--- src/design/sasa_pkg.sv ---
// ----------------------------------------------------------------------------
// sasa_pkg
// Shared types and constants of the sparse active score argmax block.
// ----------------------------------------------------------------------------
package sasa_pkg;

  // Stream payload widths (fields packed from bit 0, padded to whole bytes)
  localparam int IN_TDATA_W  = 88;
  localparam int OUT_TDATA_W = 128;

  // Input field widths
  localparam int ROW_F_W  = 6;
  localparam int COL_F_W  = 8;
  localparam int WGT_W    = 16;
  localparam int FAT_W    = 13;
  localparam int VAL_W    = 16;
  localparam int ENTRY_W  = 2 * WGT_W + FAT_W;

  // Output field widths
  localparam int STATUS_W = 2;
  localparam int IDX_F_W  = 6;
  localparam int BEST_F_W = 40;
  localparam int TGT_F_W  = 39;
  localparam int PSUM_F_W = 40;

  // Configuration port
  localparam int CFG_IDX_W  = 1;
  localparam int CFG_DATA_W = 9;
  localparam logic [CFG_IDX_W-1:0] REG_OUT_ROWS   = 1'b0;
  localparam logic [CFG_IDX_W-1:0] REG_IN_COLUMNS = 1'b1;
  localparam logic [6:0] OUT_ROWS_RESET   = 7'd64;
  localparam logic [8:0] IN_COLUMNS_RESET = 9'd256;

  // Request kinds (tuser on the input side)
  localparam logic CMD_LOAD = 1'b0;
  localparam logic CMD_PAIR = 1'b1;

  // Result status codes
  localparam logic [STATUS_W-1:0] STAT_OK       = 2'd0;
  localparam logic [STATUS_W-1:0] STAT_COL_OOR  = 2'd1;
  localparam logic [STATUS_W-1:0] STAT_OVERFLOW = 2'd2;

  // Fixed point
  localparam logic [FAT_W-1:0] ONE_Q12 = 13'd4096;
  localparam int ROUND_SHIFT = 24;

  // Control tag that travels beside each product term
  typedef struct packed {
    logic vld;       // term present
    logic row_end;   // last term of a row
    logic last_row;  // last term of the whole scan
  } sasa_tag_t;

endpackage

--- src/design/sasa_mac.sv ---
// ----------------------------------------------------------------------------
// sasa_mac
// Product, accumulate and round pipeline: one weight term per cycle in,
// one rounded Q.12 row score per row out.
// ----------------------------------------------------------------------------
module sasa_mac #(
  parameter int ACC_W = 55
) (
  input  logic                               clk,
  input  logic                               rst,
  input  sasa_pkg::sasa_tag_t                tag_in,
  input  logic [sasa_pkg::ENTRY_W-1:0]       entry,
  input  logic signed [sasa_pkg::VAL_W-1:0]  value,
  output sasa_pkg::sasa_tag_t                tag_out,
  output logic signed [ACC_W-1:0]            score
);
  import sasa_pkg::*;

  localparam int P1_W = WGT_W + 1 + FAT_W + 1;
  localparam int P2_W = P1_W + VAL_W;

  logic signed [WGT_W:0]     wsum;
  logic signed [FAT_W:0]     keep;
  logic signed [P1_W-1:0]    p1;
  logic signed [VAL_W-1:0]   v2;
  logic signed [P2_W-1:0]    p2;
  logic signed [ACC_W-1:0]   acc;
  logic signed [ACC_W-1:0]   row_sum;
  sasa_tag_t                 tag2, tag3, tag4;

  // Combine slow and live weights, scale by the part of one not fatigued
  assign wsum = (WGT_W+1)'($signed(entry[WGT_W-1:0]))
              + (WGT_W+1)'($signed(entry[2*WGT_W-1:WGT_W]));
  assign keep = $signed({1'b0, ONE_Q12 - entry[ENTRY_W-1:2*WGT_W]});

  always_ff @(posedge clk) begin
    p1 <= P1_W'(wsum * keep);
    v2 <= value;
    p2 <= P2_W'(p1 * v2);
  end

  always_ff @(posedge clk) begin
    if (rst) begin
      tag2    <= '0;
      tag3    <= '0;
      tag4    <= '0;
      tag_out <= '0;
      acc     <= '0;
    end else begin
      tag2 <= tag_in;
      tag3 <= tag2;
      tag4 <= (tag3.vld && tag3.row_end) ? tag3 : '0;
      if (tag3.vld) begin
        if (tag3.row_end) begin
          acc <= '0;
        end else begin
          acc <= acc + ACC_W'(p2);
        end
      end
      tag_out <= tag4;
    end
  end

  always_ff @(posedge clk) begin
    if (tag3.vld && tag3.row_end) begin
      row_sum <= acc + ACC_W'(p2);
    end
    // Round half up to Q.12: the arithmetic shift is a floor
    score <= (row_sum + ACC_W'(1 << (ROUND_SHIFT - 1))) >>> ROUND_SHIFT;
  end

endmodule

--- config.mk ---
export PLATFORM = sky130hd
export DESIGN_NAME = sasa_mac
export DESIGN_NICKNAME = d
export VERILOG_FILES = /design/src/design/sasa_pkg.sv /design/src/design/sasa_mac.sv
export SDC_FILE = /design/constraint.sdc
export NUM_CORES = 2
export LEC_CHECK = 0
export ABC_AREA = 1
export BUFFER_PORTS_ARGS = -buffer_cell sky130_fd_sc_hd__buf_4
export CORE_MARGIN = 4
export CORE_UTILIZATION = 62
export CTS_BUF_LIST = sky130_fd_sc_hd__clkbuf_8
export CTS_CLUSTER_SIZE = 30
export DETAILED_ROUTE_END_ITERATION = 10
export PLACE_DENSITY = 0.78
export SLEW_MARGIN = 10
export SYNTH_ARGS = -nofsm -noshare
export SYNTH_HDL_FRONTEND = slang
export SYNTH_SLANG_ARGS = --single-unit
--- constraint.sdc ---
create_clock -name clk -period 20.8 [get_ports clk]
set_clock_uncertainty 0.15 [all_clocks]
set_input_delay 2.08 -clock clk [delete_from_list [all_inputs] [get_ports clk]]
set_output_delay 2.08 -clock clk [all_outputs]
set_load 0.02 [all_outputs]
### After elaboration in Yosys (flattened, before gate mapping)

Cells that the tools add are included.

* register bits: 247
* word-level logic and storage cells: 28
* output and inout port bits: 58
* latch bits: 0
* memories: 0
* ROM bits: 0
* memory bits (writable): 0
* bits of input ports: 66

* multipliers: 2
* magnitude comparators: 0
* add/sub/neg operators: 4
* reduce and logical (&&, ||, !) cells: 2
* shift-type cells: 0
* mux-type cells: 1
* bitwise gates (word level): 1
* divide/modulo/power cells: 0
* eq/ne operators: 0

Operators by type and width (number)
* adder 55 x 25 -> 55 bit (second input constant): 1
* adder 55 x 47 -> 55 bit: 1
* 2-to-1 mux 55 bit: 1
* multiplier 31 x 16 -> 47 bit: 1
* multiplier 17 x 14 -> 31 bit: 1
* adder 16 x 16 -> 17 bit: 1
* subtractor 13 bit (first input constant): 1
* OR reduction 2 bit: 1
* logical AND 1 bit: 1
* NOT 1 bit: 1

### Longest topological paths before layout

* depth after elaboration: 3
* gate-level depth with buffers: 37
* gate-level depth less buffers: 36

### Worst setup path before layout

OpenSTA, ideal clock, no wires.

* kind: input port to flip-flop
* from: in entry[0] (netlist bit)
* to: reg p1[30]
* setup slack: 12.335 ns
* stages on the path: 33
* setup time: 0.113 ns
* required time: 20.537 ns
* data arrival time: 8.203 ns
* path buffers: 0
* cell sequence: ha_1 inv_1 fa_1 nand3b_1 nand2_1 nand2_1 nand2_2 nand3_1 nand3_1 nand2_1 nor2_1 inv_1 fa_1 fa_1 inv_1 fa_1 inv_1 fa_1 inv_1 fa_1 inv_1 fa_1 inv_1 ha_1 inv_1 nor3_1 nand2_1 nor3_1 nand2_1 nand2_1 inv_1 nand2_1 nand2_1

* longest elaborated chain between the ends: 2

RTL lines
* start: declaration: line sasa_mac.sv:12 `input logic [sasa_pkg::ENTRY_W-1:0] entry,`
* adder 16 x 16 -> 17 bit: line sasa_mac.sv:33 `+ (WGT_W+1)'($signed(entry[2*WGT_W-1:WGT_W]));`
* multiplier 17 x 14 -> 31 bit: line sasa_mac.sv:37 `p1 <= P1_W'(wsum * keep);`
* end signal: assignment: line sasa_mac.sv:37
* end: declaration: line sasa_mac.sv:24 `logic signed [P1_W-1:0] p1;`

No other way between the ends.
A chain may end at the register's enable or synchronous reset.

### Worst setup path after layout

* from: in entry[0] (netlist bit)
* to: reg p1[28]

Same word-level chain as after synthesis.

==> out/summary.md <==
The flow ran to the end, and the final reports show no timing, DRC or antenna violations. The start point of the critical path is entry[0]. In this run, the number of DRC markers left after iteration 0 of detailed routing was 2450. The most frequent standard cell in the layout excluding fill and tap cells was nand2_1. In the synthesized netlist, mux cells make up 0% of the area. Among all flip-flop cells after synthesis, the most frequent one is dfxtp_1. Synthesis instantiated 52 different standard cells from the library. The post-route netlist has 5.94% of its cells at a drive strength greater than 1.

The clock slew seen by the registers of the worst setup and hold paths was 0.07 ns. For this configuration, the core starts out at a cell density of 63.0%. Share of flip-flops with an asynchronous set or reset after synthesis: 0%. At the pin with the least slew margin, the transition time is 1.33 ns. Number of global-route vias before repair: 34600. STA puts the critical path data required time at 21.20 ns.

After detailed routing, the average wire length per cell comes to 16.9 um. Detailed routing inserted a total of 32700 vias. The post-synthesis share of cell area spent on full adders, half adders and majority gates came out at 43.4%. The run gives 42 as the number of buffers created by CTS. The run gives 91 as the count of standard-cell rows. The worst register-to-register path begins at p1[17]$_DFF_P_.

Number of synthesis warnings: 0. In this run, synthesis produced a sequential element count of 224. The tools report the number of antenna violations at the first check in global routing as 1. The tools report the I/O pin count as 124. The path class of the tightest hold or removal check is flop to flop. STA classifies the critical path endpoint as a flop. No sink is reached through more buffers than the 3 on the longest clock path. Hold violation count in the final report: 0. The die outline width is 259 um. In this run the vertical extent of the chip is 259 um.

TritonCTS built the clock tree. The number of flops mapped to enable cells by yosys is 32. The tools report the kind of start point of the critical path as an input port.

The critical path is of the input port to flop type. Summing the areas of all and, or, nand and nor instances in the mapped netlist gives 22.3% of the synthesized area. The logs give 10.9% for the headroom to the max-slew limit and 0 ns for the summed negative setup slack over all endpoints. Summing the areas of all xor and xnor instances in the mapped netlist gives 2.70% of the synthesized area.

The average vias per placed instance is 5.32. A synthesized cell averages 7.49 um2. The area of the die was 0.0673 mm2.

The weighted congestion at the end of routability-driven global placement is 1.01. The startpoint of the most critical hold path is tag4[2]$_SDFF_PP0_. Global routing finished with a remaining overflow of 0. Setup repair after global routing left no endpoint under its margin.

Clock tree synthesis selected as its root buffer the cell clkbuf_8. STA puts the critical path data arrival time at 9.27 ns. Across the run, the number of max-cap violations was 0.

The aggregate global-route resource usage was 31.8%; the part of the cycle the worst path needs was 42.7%. The count of nets left with antenna violations once routing finished came out at 0. The maximum fanout along the worst path is 10. The number of remaining DRC errors is 0. After technology mapping, the gate count stands at 5228.

Based on the critical path, the design can be clocked at up to 113 MHz. The number of pins with negative max-slew slack in the final report is 0. At the end of the flow, the number of nets in the layout was 6283. The number of setup violations in the final report is 0, and the cts-stage hold buffer count is 0. Number of H-tree levels: 2. Detailed placement HPWL: 86700 um. For the number of iterations in the first detailed-routing pass, the log shows 6. For the finished layout, the period the worst path requires is 8.87 ns. Compared with the post-synthesis result, the final layout area differs by 6.01%. Summing the areas of all compound-gate instances in the mapped netlist gives 4.58% of the synthesized area. The count of buffers added on input and output ports is 123. The share of the Yosys chip area taken by registers is 12.3%.

By area, the combinational part of the netlist is dominated by adder cells. In the layout the commonest cells are nand2_1 (1393), inv_1 (1371), fa_1 (687). For this design, the sink count on the clock tree is 224. Counting every net in the synthesized netlist gives 6241. Once the clock tree was built, the setup fixing pass inserted 0 buffers. Final hold analysis gives a worst-case slack of 0.260 ns. The total wirelength of the detailed-routed design was 104000 um; the netlist area before placement was 0.0392 mm2.

In this run the standard cell core region covers 0.0622 mm2. Entering global routing, the biggest net connects 68 pins. The logs give 0 for the post-cts resize count and 172000 um for the first-pass GRT wire length.

At the later pin of the worst-skew pair, clock insertion delay measures 0.65 ns.
-- flip-flops by register name, indices dropped and copies added (netlist names) --
signal / flops
p1: 31
tag3: 3
row_sum: 32
p2: 47
v2: 16
score: 31
tag2: 3
tag4: 3
tag_out: 3
acc: 55
-- cells in the mapped netlist, types with 7 or more instances --
cell	number	area, um2
dfxtp_1	192	3840
nor2_1	315	1180
nand4_1	33	206
and2_1	36	225
edfxtp_1	32	961
fa_1	687	13800
a31oi_1	7	43.8
nor3_1	30	150
ha_1	260	3250
a21o_1	10	75.1
nor2_2	16	100
o21ai_0	65	325
o21bai_1	13	97.6
clkbuf_1	111	417
or2_2	49	307
o21a_1	10	75.1
inv_2	7	26.3
nand3_1	173	866
buf_4	24	180
inv_1	1357	5090
nand2_2	7	43.8
o21ai_1	7	35.0
nand2_1	1393	5230
xor2_1	75	657
or2_1	10	62.6
nand3b_1	11	82.6
xnor2_1	37	324
a21oi_1	204	1020
-- worst max-delay path, cell delays in order --
cell,delay (ns)
buf_4,0.08
ha_1,0.16
inv_1,0.06
fa_1,0.39
nand3b_1,0.20
nand2_1,0.11
nand2_1,0.07
nand2_2,0.14
nand3_1,0.11
nand3_1,0.14
nand2_1,0.26
nor2_1,0.34
inv_1,0.11
fa_1,0.58
fa_1,0.41
inv_1,0.38
fa_1,0.54
fa_1,0.51
fa_1,0.49
inv_1,0.05
fa_1,0.49
inv_1,0.04
ha_1,0.37
nand2_1,0.15
nor4_1,0.47
o21ai_0,0.30
nand4_1,0.17
nand2_1,0.06
-- cells by family (layout without fill, tap and decap cells) --
kind of cell | after synthesis | in the layout
flip-flops | 224 | 224
other | 0 | 1
XOR/XNOR | 116 | 116
buffers and inverters | 1511 | 1585
AO/OA/AOI/OAI | 330 | 330
AND/OR/NAND/NOR | 2100 | 2100
adder cells (fa/ha/maj) | 947 | 947
-- per-stage QoR --
stage | area [um2] | std cells | setup slack [ns] | utilization [%]
2_1_floorplan | 39200 | 5228 | 12.33 | -
3_3_place_gp | 40600 | 6063 | 11.39 | 65.4
3_5_place_dp | 40600 | 6063 | 11.24 | 65.4
4_1_cts | 41500 | 6139 | 11.96 | 66.8
5_1_grt | 41500 | 6140 | 11.35 | 66.8
6_report | 41500 | 6140 | 11.93 | 66.8
-- layer usage --
| metal | global-route usage [%] | vias to the layer above | wire length, um |
|---|---|---|---|
| met2 | 56.0 | 1452 | 50900 |
| li1 | - | 15300 | - |
| met3 | 5.42 | 405 | 7800 |
| met1 | 38.0 | 15500 | 39400 |
| met4 | 15.3 | 0 | 5790 |
| met5 | 0 | - | 0 |
-- cell type report --
type	instances	area (um2)
clock buffers	44	606
inverters	1368	5130
multi-input cells	3493	28600
well taps	837	1050
clock inverters	32	287
fillers	5502	20600
flip-flops and latches	224	4810
diodes	1	2.50
repair buffers	141	1060
-- worst paths after layout --
check,endpoint,slack [ns],depth (start not counted)
worst max-delay path,p1[28]$_DFF_P_,11.93,28
worst min-delay path,tag_out[2]$_SDFF_PP0_,0.26,2
worst max register to register,p2[40]$_DFF_P_,14.20,20
worst min register to register,tag_out[2]$_SDFF_PP0_,0.26,2
Power is not shown: default switching activity piles up to over one toggle a cycle in this logic, so the estimate is an artifact.
